==> src/humidity_sensor_frame_decoder_macros.svh <==
// Assertion macros shared by the decoder modules.
// Each module that uses them has clk and rst in scope.
`ifndef HUMIDITY_SENSOR_FRAME_DECODER_MACROS_SVH
`define HUMIDITY_SENSOR_FRAME_DECODER_MACROS_SVH

// Same-cycle implication, disabled during reset
`define HSFD_ASSERT_IMPL(lbl, ante, cons) \
  lbl: assert property (@(posedge clk) disable iff (rst) (ante) |-> (cons)) \
    else $error("hsfd assertion failed");

// Next-cycle implication, disabled during reset
`define HSFD_ASSERT_NEXT(lbl, ante, cons) \
  lbl: assert property (@(posedge clk) disable iff (rst) (ante) |=> (cons)) \
    else $error("hsfd assertion failed");

`endif

==> src/hsfd_pkg.sv <==
package hsfd_pkg;

  // CRC-8 as used by the sensor: poly 0x31, init 0xFF, MSB first
  localparam logic [7:0] CRC_POLY = 8'h31;
  localparam logic [7:0] CRC_INIT = 8'hFF;

  // Conversion constants (fixed point, result taken >> 16)
  localparam logic [14:0] TEMP_SCALE  = 15'd17500;
  localparam logic [14:0] HUM_SCALE   = 15'd100;
  localparam logic [15:0] TEMP_OFFSET = 16'd4500;

  // Depth of the queue between front and back
  localparam int QUEUE_DEPTH_DEF = 4;

  // Operation codes passed from front to back
  localparam logic [1:0] OP_TRAW = 2'd0;  // temperature word complete
  localparam logic [1:0] OP_TCHK = 2'd1;  // temperature CRC byte checked
  localparam logic [1:0] OP_HRAW = 2'd2;  // humidity word complete
  localparam logic [1:0] OP_HCHK = 2'd3;  // humidity CRC byte checked, frame done

  typedef struct packed {
    logic [1:0]  kind;
    logic [15:0] raw;
    logic        ok;
  } hsfd_op_t;

  // One byte of the CRC-8 update
  function automatic logic [7:0] crc8_byte(input logic [7:0] crc, input logic [7:0] b);
    logic [7:0] c;
    c = crc ^ b;
    for (int k = 0; k < 8; k++) begin
      if (c[7]) begin
        c = {c[6:0], 1'b0} ^ CRC_POLY;
      end else begin
        c = {c[6:0], 1'b0};
      end
    end
    return c;
  endfunction

endpackage

==> src/hsfd_if.sv <==
// Byte channel into the decoder
interface hsfd_in_if;
  logic       valid;
  logic       ready;
  logic [7:0] data_byte;
  logic       frame_start;

  modport source (output valid, output data_byte, output frame_start, input ready);
  modport sink   (input valid, input data_byte, input frame_start, output ready);
endinterface

// Reading channel out of the decoder
interface hsfd_out_if;
  logic               valid;
  logic               ready;
  logic signed [14:0] temperature_centi;
  logic [6:0]         humidity_percent;
  logic               temperature_fresh;
  logic               humidity_fresh;

  modport source (output valid, output temperature_centi, output humidity_percent,
                  output temperature_fresh, output humidity_fresh, input ready);
  modport sink   (input valid, input temperature_centi, input humidity_percent,
                  input temperature_fresh, input humidity_fresh, output ready);
endinterface

==> src/humidity_sensor_frame_decoder.sv <==
// Channel   Dir  Word
// frame     in   data_byte[7:0], frame_start
// reading   out  temperature_centi[14:0] signed, humidity_percent[6:0],
//                temperature_fresh, humidity_fresh
//
// One byte accepted per cycle while the queue has room; a frame's reading
// passes the queue, multiply and update registers after its sixth byte is taken.
// The back-end multiplier sets the pace: one queued op per cycle unless stalled.
// Reset (rst, synchronous) sets CRC to 0xFF; position, queue, held readings to 0.
// A stalled reading holds the back end; the queue then fills and frame.ready
// drops once it is full.
module humidity_sensor_frame_decoder
  import hsfd_pkg::*;
#(
  parameter int QUEUE_DEPTH = QUEUE_DEPTH_DEF
) (
  input  logic      clk,
  input  logic      rst,
  hsfd_in_if.sink   frame,
  hsfd_out_if.source reading
);

  logic     push_valid, push_ready;
  hsfd_op_t push_op;
  logic     pop_valid, pop_ready;
  hsfd_op_t pop_op;

  hsfd_front u_front (
    .clk        (clk),
    .rst        (rst),
    .frame      (frame),
    .push_valid (push_valid),
    .push_ready (push_ready),
    .push_op    (push_op)
  );

  hsfd_queue #(
    .DEPTH (QUEUE_DEPTH)
  ) u_queue (
    .clk        (clk),
    .rst        (rst),
    .push_valid (push_valid),
    .push_ready (push_ready),
    .push_op    (push_op),
    .pop_valid  (pop_valid),
    .pop_ready  (pop_ready),
    .pop_op     (pop_op)
  );

  hsfd_back u_back (
    .clk       (clk),
    .rst       (rst),
    .pop_valid (pop_valid),
    .pop_ready (pop_ready),
    .pop_op    (pop_op),
    .reading   (reading)
  );

endmodule

==> src/hsfd_front.sv <==
`include "humidity_sensor_frame_decoder_macros.svh"

module hsfd_front
  import hsfd_pkg::*;
(
  input  logic     clk,
  input  logic     rst,
  hsfd_in_if.sink  frame,
  output logic     push_valid,
  input  logic     push_ready,
  output hsfd_op_t push_op
);

  // Byte positions within the frame
  localparam logic [2:0] POS_T_HI  = 3'd0;
  localparam logic [2:0] POS_T_LO  = 3'd1;
  localparam logic [2:0] POS_T_CRC = 3'd2;
  localparam logic [2:0] POS_H_HI  = 3'd3;
  localparam logic [2:0] POS_H_LO  = 3'd4;
  localparam logic [2:0] POS_H_CRC = 3'd5;

  logic [2:0] position, position_next;
  logic [7:0] running_crc, running_crc_next;
  logic [7:0] high_byte, high_byte_next;
  logic [2:0] pos_eff;
  logic       has_op;
  logic       accept;

  // Start mark or a stray position restarts the frame
  assign pos_eff = (frame.frame_start || position > POS_H_CRC) ? POS_T_HI : position;

  // Classify the byte and work out the next front state
  always_comb begin
    position_next    = position;
    running_crc_next = running_crc;
    high_byte_next   = high_byte;
    has_op           = 1'b0;
    push_op.kind     = OP_TRAW;
    push_op.raw      = {high_byte, frame.data_byte};
    push_op.ok       = (running_crc == frame.data_byte);
    unique case (pos_eff)
      POS_T_HI, POS_H_HI: begin
        running_crc_next = crc8_byte(CRC_INIT, frame.data_byte);
        high_byte_next   = frame.data_byte;
        position_next    = pos_eff + 3'd1;
      end
      POS_T_LO: begin
        running_crc_next = crc8_byte(running_crc, frame.data_byte);
        position_next    = POS_T_CRC;
        has_op           = 1'b1;
        push_op.kind     = OP_TRAW;
      end
      POS_T_CRC: begin
        running_crc_next = CRC_INIT;
        position_next    = POS_H_HI;
        has_op           = 1'b1;
        push_op.kind     = OP_TCHK;
      end
      POS_H_LO: begin
        running_crc_next = crc8_byte(running_crc, frame.data_byte);
        position_next    = POS_H_CRC;
        has_op           = 1'b1;
        push_op.kind     = OP_HRAW;
      end
      default: begin
        running_crc_next = CRC_INIT;
        position_next    = POS_T_HI;
        has_op           = 1'b1;
        push_op.kind     = OP_HCHK;
      end
    endcase
  end

  // Every byte waits for queue room so ops stay in order
  assign frame.ready = push_ready;
  assign accept      = frame.valid && push_ready;
  assign push_valid  = frame.valid && has_op;

  always_ff @(posedge clk) begin
    if (rst) begin
      position    <= POS_T_HI;
      running_crc <= CRC_INIT;
      high_byte   <= 8'd0;
    end else if (accept) begin
      position    <= position_next;
      running_crc <= running_crc_next;
      high_byte   <= high_byte_next;
    end
  end

  `HSFD_ASSERT_IMPL(a_pos_range, 1'b1, position <= POS_H_CRC)

endmodule

==> src/hsfd_queue.sv <==
`include "humidity_sensor_frame_decoder_macros.svh"

module hsfd_queue
  import hsfd_pkg::*;
#(
  parameter int DEPTH = QUEUE_DEPTH_DEF
) (
  input  logic     clk,
  input  logic     rst,
  input  logic     push_valid,
  output logic     push_ready,
  input  hsfd_op_t push_op,
  output logic     pop_valid,
  input  logic     pop_ready,
  output hsfd_op_t pop_op
);

  localparam int PW = (DEPTH > 1) ? $clog2(DEPTH) : 1;
  localparam int CW = $clog2(DEPTH + 1);

  hsfd_op_t       mem [DEPTH];
  logic [PW-1:0]  wr_ptr, rd_ptr;
  logic [CW-1:0]  count;
  logic           do_push, do_pop;

  assign push_ready = (count != CW'(DEPTH));
  assign pop_valid  = (count != '0);
  assign pop_op     = mem[rd_ptr];
  assign do_push    = push_valid && push_ready;
  assign do_pop     = pop_valid && pop_ready;

  // Storage
  always_ff @(posedge clk) begin
    if (do_push) begin
      mem[wr_ptr] <= push_op;
    end
  end

  // Pointers and fill count
  always_ff @(posedge clk) begin
    if (rst) begin
      wr_ptr <= '0;
      rd_ptr <= '0;
      count  <= '0;
    end else begin
      if (do_push) begin
        wr_ptr <= (wr_ptr == PW'(DEPTH - 1)) ? '0 : wr_ptr + PW'(1);
      end
      if (do_pop) begin
        rd_ptr <= (rd_ptr == PW'(DEPTH - 1)) ? '0 : rd_ptr + PW'(1);
      end
      if (do_push && !do_pop) begin
        count <= count + CW'(1);
      end else if (do_pop && !do_push) begin
        count <= count - CW'(1);
      end
    end
  end

  `HSFD_ASSERT_IMPL(a_count_max, 1'b1, count <= CW'(DEPTH))

endmodule

==> src/hsfd_back.sv <==
`include "humidity_sensor_frame_decoder_macros.svh"

module hsfd_back
  import hsfd_pkg::*;
(
  input  logic      clk,
  input  logic      rst,
  input  logic      pop_valid,
  output logic      pop_ready,
  input  hsfd_op_t  pop_op,
  hsfd_out_if.source reading
);

  logic        advance;
  logic [14:0] mult_k;
  logic [30:0] product;

  // Stage 1: conversion product
  logic        s1_valid;
  logic [1:0]  s1_kind;
  logic        s1_ok;
  logic [30:0] s1_prod;

  // Stage 2: held readings
  logic [14:0] pending_temp;
  logic [6:0]  pending_hum;
  logic        temp_ok;
  logic [14:0] held_temp;
  logic [6:0]  held_hum;
  logic [15:0] temp_conv;
  logic [6:0]  held_hum_next;

  // Whole back end moves when the output register is free
  assign advance   = !reading.valid || reading.ready;
  assign pop_ready = advance;

  assign mult_k  = (pop_op.kind == OP_TRAW) ? TEMP_SCALE : HUM_SCALE;
  assign product = {15'd0, pop_op.raw} * {16'd0, mult_k};

  always_ff @(posedge clk) begin
    if (rst) begin
      s1_valid <= 1'b0;
    end else if (advance) begin
      s1_valid <= pop_valid;
    end
  end

  always_ff @(posedge clk) begin
    if (advance) begin
      s1_kind <= pop_op.kind;
      s1_ok   <= pop_op.ok;
      s1_prod <= product;
    end
  end

  // Scaled temperature minus offset, fits 15 bits signed
  assign temp_conv     = {1'b0, s1_prod[30:16]} - TEMP_OFFSET;
  assign held_hum_next = s1_ok ? pending_hum : held_hum;

  // Stage 2 state and output register
  always_ff @(posedge clk) begin
    if (rst) begin
      pending_temp  <= '0;
      pending_hum   <= '0;
      temp_ok       <= 1'b0;
      held_temp     <= '0;
      held_hum      <= '0;
      reading.valid <= 1'b0;
    end else if (advance) begin
      reading.valid <= 1'b0;
      if (s1_valid) begin
        unique case (s1_kind)
          OP_TRAW: begin
            pending_temp <= temp_conv[14:0];
          end
          OP_TCHK: begin
            temp_ok <= s1_ok;
            if (s1_ok) begin
              held_temp <= pending_temp;
            end
          end
          OP_HRAW: begin
            pending_hum <= s1_prod[22:16];
          end
          default: begin
            held_hum                  <= held_hum_next;
            reading.valid             <= 1'b1;
            reading.temperature_centi <= held_temp;
            reading.humidity_percent  <= held_hum_next;
            reading.temperature_fresh <= temp_ok;
            reading.humidity_fresh    <= s1_ok;
          end
        endcase
      end
    end
  end

  `HSFD_ASSERT_NEXT(a_word_from_hchk, advance && !(s1_valid && s1_kind == OP_HCHK),
                    !reading.valid)
  `HSFD_ASSERT_IMPL(a_temp_range, reading.valid,
                    reading.temperature_centi >= -15'sd4500 || !reading.temperature_fresh)
  `HSFD_ASSERT_IMPL(a_hum_range, 1'b1, held_hum <= 7'd100)

endmodule

==> src/flat_wrapper.sv <==
// flat-port wrapper written by rule: the top's interface ports become plain ports
module humidity_sensor_frame_decoder_flat import hsfd_pkg::*;
#(
  parameter int QUEUE_DEPTH = QUEUE_DEPTH_DEF
)
  (clk, rst, frame_valid, frame_data_byte, frame_frame_start, frame_ready, reading_valid, reading_temperature_centi, reading_humidity_percent, reading_temperature_fresh, reading_humidity_fresh, reading_ready);
  hsfd_in_if frame_i ();
  hsfd_out_if reading_i ();
  input  logic clk;
  input  logic rst;
  input wire logic [$bits(frame_i.valid)-1:0] frame_valid;
  input wire logic [$bits(frame_i.data_byte)-1:0] frame_data_byte;
  input wire logic [$bits(frame_i.frame_start)-1:0] frame_frame_start;
  output wire logic [$bits(frame_i.ready)-1:0] frame_ready;
  output wire logic [$bits(reading_i.valid)-1:0] reading_valid;
  output wire logic [$bits(reading_i.temperature_centi)-1:0] reading_temperature_centi;
  output wire logic [$bits(reading_i.humidity_percent)-1:0] reading_humidity_percent;
  output wire logic [$bits(reading_i.temperature_fresh)-1:0] reading_temperature_fresh;
  output wire logic [$bits(reading_i.humidity_fresh)-1:0] reading_humidity_fresh;
  input wire logic [$bits(reading_i.ready)-1:0] reading_ready;
  assign frame_i.valid = frame_valid;
  assign frame_i.data_byte = frame_data_byte;
  assign frame_i.frame_start = frame_frame_start;
  assign frame_ready = frame_i.ready;
  assign reading_valid = reading_i.valid;
  assign reading_temperature_centi = reading_i.temperature_centi;
  assign reading_humidity_percent = reading_i.humidity_percent;
  assign reading_temperature_fresh = reading_i.temperature_fresh;
  assign reading_humidity_fresh = reading_i.humidity_fresh;
  assign reading_i.ready = reading_ready;
  humidity_sensor_frame_decoder #(.QUEUE_DEPTH(QUEUE_DEPTH)) u_core (.clk(clk), .rst(rst), .frame(frame_i), .reading(reading_i));
endmodule
==> config.mk <==
export PLATFORM = sky130hd
export DESIGN_NAME = humidity_sensor_frame_decoder_flat
export DESIGN_NICKNAME = d
export VERILOG_FILES = /design/src/hsfd_pkg.sv /design/src/hsfd_if.sv /design/src/humidity_sensor_frame_decoder.sv /design/src/hsfd_front.sv /design/src/hsfd_queue.sv /design/src/hsfd_back.sv /design/src/flat_wrapper.sv
export VERILOG_INCLUDE_DIRS = /design/src /design/src/src
export SDC_FILE = /design/constraint.sdc
export NUM_CORES = 1
export LEC_CHECK = 0
export ABC_CLOCK_PERIOD_IN_PS = 5550
export BUFFER_PORTS_ARGS = -buffer_cell sky130_fd_sc_hd__buf_4
export CAP_MARGIN = 5
export CORE_MARGIN = 2
export CORE_UTILIZATION = 57
export DETAILED_ROUTE_END_ITERATION = 7
export PLACE_DENSITY = 0.78
export SLEW_MARGIN = 10
export SYNTH_ARGS = -nofsm -noshare
export SYNTH_HDL_FRONTEND = slang
export SYNTH_SLANG_ARGS = --single-unit
==> constraint.sdc <==
create_clock -name clk -period 5.55 [get_ports clk]
set_input_delay 0.2775 -clock clk [delete_from_list [all_inputs] [get_ports clk]]
set_output_delay 0.2775 -clock clk [all_outputs]
set_load 0.02 [all_outputs]
==> load_flow_metrics.sql <==
INSERT INTO impl_metrics (metric_group, metric, value, unit) VALUES
('cts', 'cts_tree', 'yes', ''),
('die', 'boundaryPins', '39', ''),
('cts', 'clock_transition_at_the_register_clock_pins_on_the_worst_setup_and_hold_paths_after_cts', '0.07', 'ns'),
('detailed_routing', 'detail-route-antenna-nets', '0', ''),
('global_route', 'grt_first_pass_wirelength', '38900', 'um'),
('yosys', 'netlist-cell-type-count', '57', ''),
('place', 'place.detailed.instances', '1356', ''),
('sta', 'drv_slew', '0', ''),
('critical_path', 'critical_path_class', 'reg2reg', ''),
('global_route', 'pin_count_of_the_biggest_net_entering_global_routing', '76', ''),
('die', 'initial_utilization', '0.585', ''),
('cts', 'cts-root-buf', 'clkbuf_16', ''),
('yosys', 'dominant_combinational_cell_family_by_area_after_synthesis', 'adder cells', ''),
('detailed_routing', 'initialDrtViolationCount', '367', ''),
('detailed_routing', 'dr.pass1.iters', '5', ''),
('yosys', 'synth_largest_type_area_fraction', '0.310', ''),
('yosys', 'yosys.area_share.xor_xnor', '0.0496', ''),
('critical_path', 'worst_path_largest_cell_delay', '0.57', 'ns'),
('cts', 'holdBufCountCts', '0', ''),
('yosys', 'synthMuxAreaShare', '0.0477', ''),
('cts', 'cts-htree-levels', '4', ''),
('cts', 'clock_sink_count', '193', ''),
('sta', 'post-route-period-util', '0.995', ''),
('flow_run', 'drv.max_cap_violation_count', '0', ''),
('yosys', 'synth_top_area_cell', 'edfxtp_1', ''),
('die', 'core_area', '19500', 'um2'),
('detailed_routing', 'route.final.wire_length', '24400', 'um'),
('global_route', 'antenna_found_initial', '0', ''),
('cells_and_area', 'areaGrowthSynthToFinish', '21.0', '%'),
('cells_and_area', 'layout_common_cells', '122 x buf_4, 118 x edfxtp_1, 98 x ha_1', ''),
('critical_path', 'timing.critical_path.slowest_stage_cell', 'mux4_2', ''),
('yosys', 'postSynthRegisterBits', '193', ''),
('status', 'run_status', 'complete, no violations', ''),
('sta', 'worst-slew-pin-transition', '1.17', 'ns'),
('sta', 'slew_headroom', '0.222', ''),
('cts', 'cts-buffers-inserted', '17', ''),
('sta', 'period_needed', '5.52', 'ns'),
('cells_and_area', 'final_common_cell', 'buf_4', ''),
('yosys', 'synth-async-reset-ratio', '0', ''),
('sta', 'fmax', '0.181', 'GHz'),
('cells_and_area', 'share_of_post_route_cells_with_drive_strength_above_1', '0.243', ''),
('yosys', 'yosys-top-cells-area', 'edfxtp_1 31%, ha_1 14%, dfxtp_1 13%', ''),
('die', 'die_height', '146', 'um'),
('place', 'detailedPlace.worstSlack', '-0.146', 'ns'),
('detailed_routing', 'num_vias', '7851', ''),
('die', 'die-width', '146', 'um'),
('place', 'port-buffer-count', '38', ''),
('sta', 'post-route-worst-setup-slack', '0.0305', 'ns'),
('yosys', 'yosys.area_share.adder', '0.224', ''),
('global_route', 'grt_usage', '0.230', ''),
('yosys', 'mapped_cells', '1014', ''),
('global_route', 'grt.overflow.total', '0', ''),
('sta', 'hold_viol', '0', ''),
('sta', 'setup_repair_after_global_routing_missed_its_margin', 'true', ''),
('cts', 'clk_latency', '0.45', 'ns'),
('cells_and_area', 'antenna-diode-count', '0', ''),
('sta', 'worst_clock_skew', '0.0216', 'ns'),
('critical_path', 'timing.critical_path.to_type', 'flip-flop', ''),
('cells_and_area', 'finalNonFillerCells', '1401', ''),
('global_route', 'first_global_vias', '7973', ''),
('die', 'fp.dieArea', '21200', 'um2'),
('critical_path', 'timing.critical_path.arrival', '5.69', 'ns'),
('critical_path', 'cp-start-kind', 'flip-flop', ''),
('critical_path', 'path_max_fanout', '7', ''),
('critical_path', 'critPathMostFrequentCell', 'ha_4', ''),
('yosys', 'synth_seq_area_share', '0.442', ''),
('yosys', 'complex_gate_fraction_of_the_synthesized_area', '0.0925', ''),
('yosys', 'yosysWarnings', '0', ''),
('critical_path', 'worstPathCellList', 'mux4_2, buf_6, or2_4, a21o_1, ha_4, inv_2, fa_1, inv_2, ha_4, ha_4, fa_2, ha_4, ha_4, nand4_1, nor3_4, a221oi_2, nor2_2, a31oi_4, o31ai_2, xor2_1', ''),
('die', 'num_rows', '51', ''),
('detailed_routing', 'drc', '0', '');
[stage by stage]
stage,cell area [um2],hold slack (ns)
after floorplan,11600,0.376
after global placement,12600,0.414
final,13800,0.0908
after detailed placement,12600,0.415
after CTS,13300,0.0836
after global routing,13800,0.0904
[final cells by class]
class                      instances  area, um2  area share
clock buffer                      18        429      0.0311
clock inverter                    14        189      0.0137
inverter                         101        379      0.0275
multi-input combinational        684       6450       0.467
sequential                       193       5050       0.366
tap                              265        332      0.0240
timing repair buffer             126        978      0.0709
[Yosys cell counts (all sizes together), types with 3 or more instances]
cell type  count
dfxtp         75
nand3b         3
nor2b          5
ha           129
a211oi         9
nand4          9
nor3          18
mux4          19
and2           3
o21a           3
mux2           7
nor2          74
edfxtp       118
nand3         12
a21oi         72
nand2         92
xnor2         43
o21bai         3
o221ai         7
mux2i          3
o21ai         29
xor2          19
fa            47
a31oi          6
a21o          22
nand2b        10
inv          101
or3            3
buf            3
clkbuf        36
and3           9
o31ai          5
[layer usage]
metal,GRT usage,vias up,wire length (um)
met3,0.0361,55,1100
met1,0.272,3828,9790
li1,-,3765,-
met4,0.0897,0,808
met5,0,-,0
met2,0.419,203,12700
[timing repair]
item | 4_1_cts | 5_1_grt
buffers inserted | 0 | 11
hold endpoints to repair | 0 | 0
pin swaps | 1 | 38
gates resized for setup | 7 | 73
cloned | 2 | 1
setup endpoints to repair | 15 | 15
[logic make-up after synthesis]
family,count (synthesis)
adders and majority gates,176
other,1
buffers and inverters,140
muxes,29
DFF,193
and+or+nand+nor,244
xor gates and xnor gates,63
AOI/OAI and AO/OA,168
[state kept, by name, summed over array words and instances (netlist names), 8 cells and up, named ones only]
signal,count
u_core.u_back.held_temp,15
u_core.u_back.reading.temperature_centi,15
u_core.u_queue.mem,76
u_core.u_front.running_crc,8
u_core.u_front.high_byte,8
u_core.u_back.s1_prod,15
u_core.u_back.pending_temp,15
[critical path, delay by kind of cell, from the launching register on]
kind	cells	cell delay (ns)
adders and majority gates	7	2.29
and+or+nand+nor	4	0.91
AOI/OAI and AO/OA	4	0.75
muxes	1	0.57
DFF	1	0.38
buffers and inverters	3	0.24
xor gates and xnor gates	1	0.09
[worst paths after layout]
path,from,to,slack [ns],depth (start not counted)
worst max-delay path,flip-flop,u_core.u_back.s1_prod[30]$_DFFE_PN_,0.03,20
worst min-delay path,frame_data_byte[0],u_core.u_queue.mem[1][1]$_DFFE_PP_,0.09,1
worst max register to register,flip-flop,u_core.u_back.s1_prod[30]$_DFFE_PN_,0.03,20
worst min register to register,u_core.u_back.held_temp[5]$_SDFFE_PP0P_,u_core.u_back.reading.temperature_centi[5]$_DFFE_PP_,0.43,0
Power is not shown: default switching activity piles up to over one toggle a cycle in this logic, so the estimate is an artifact.
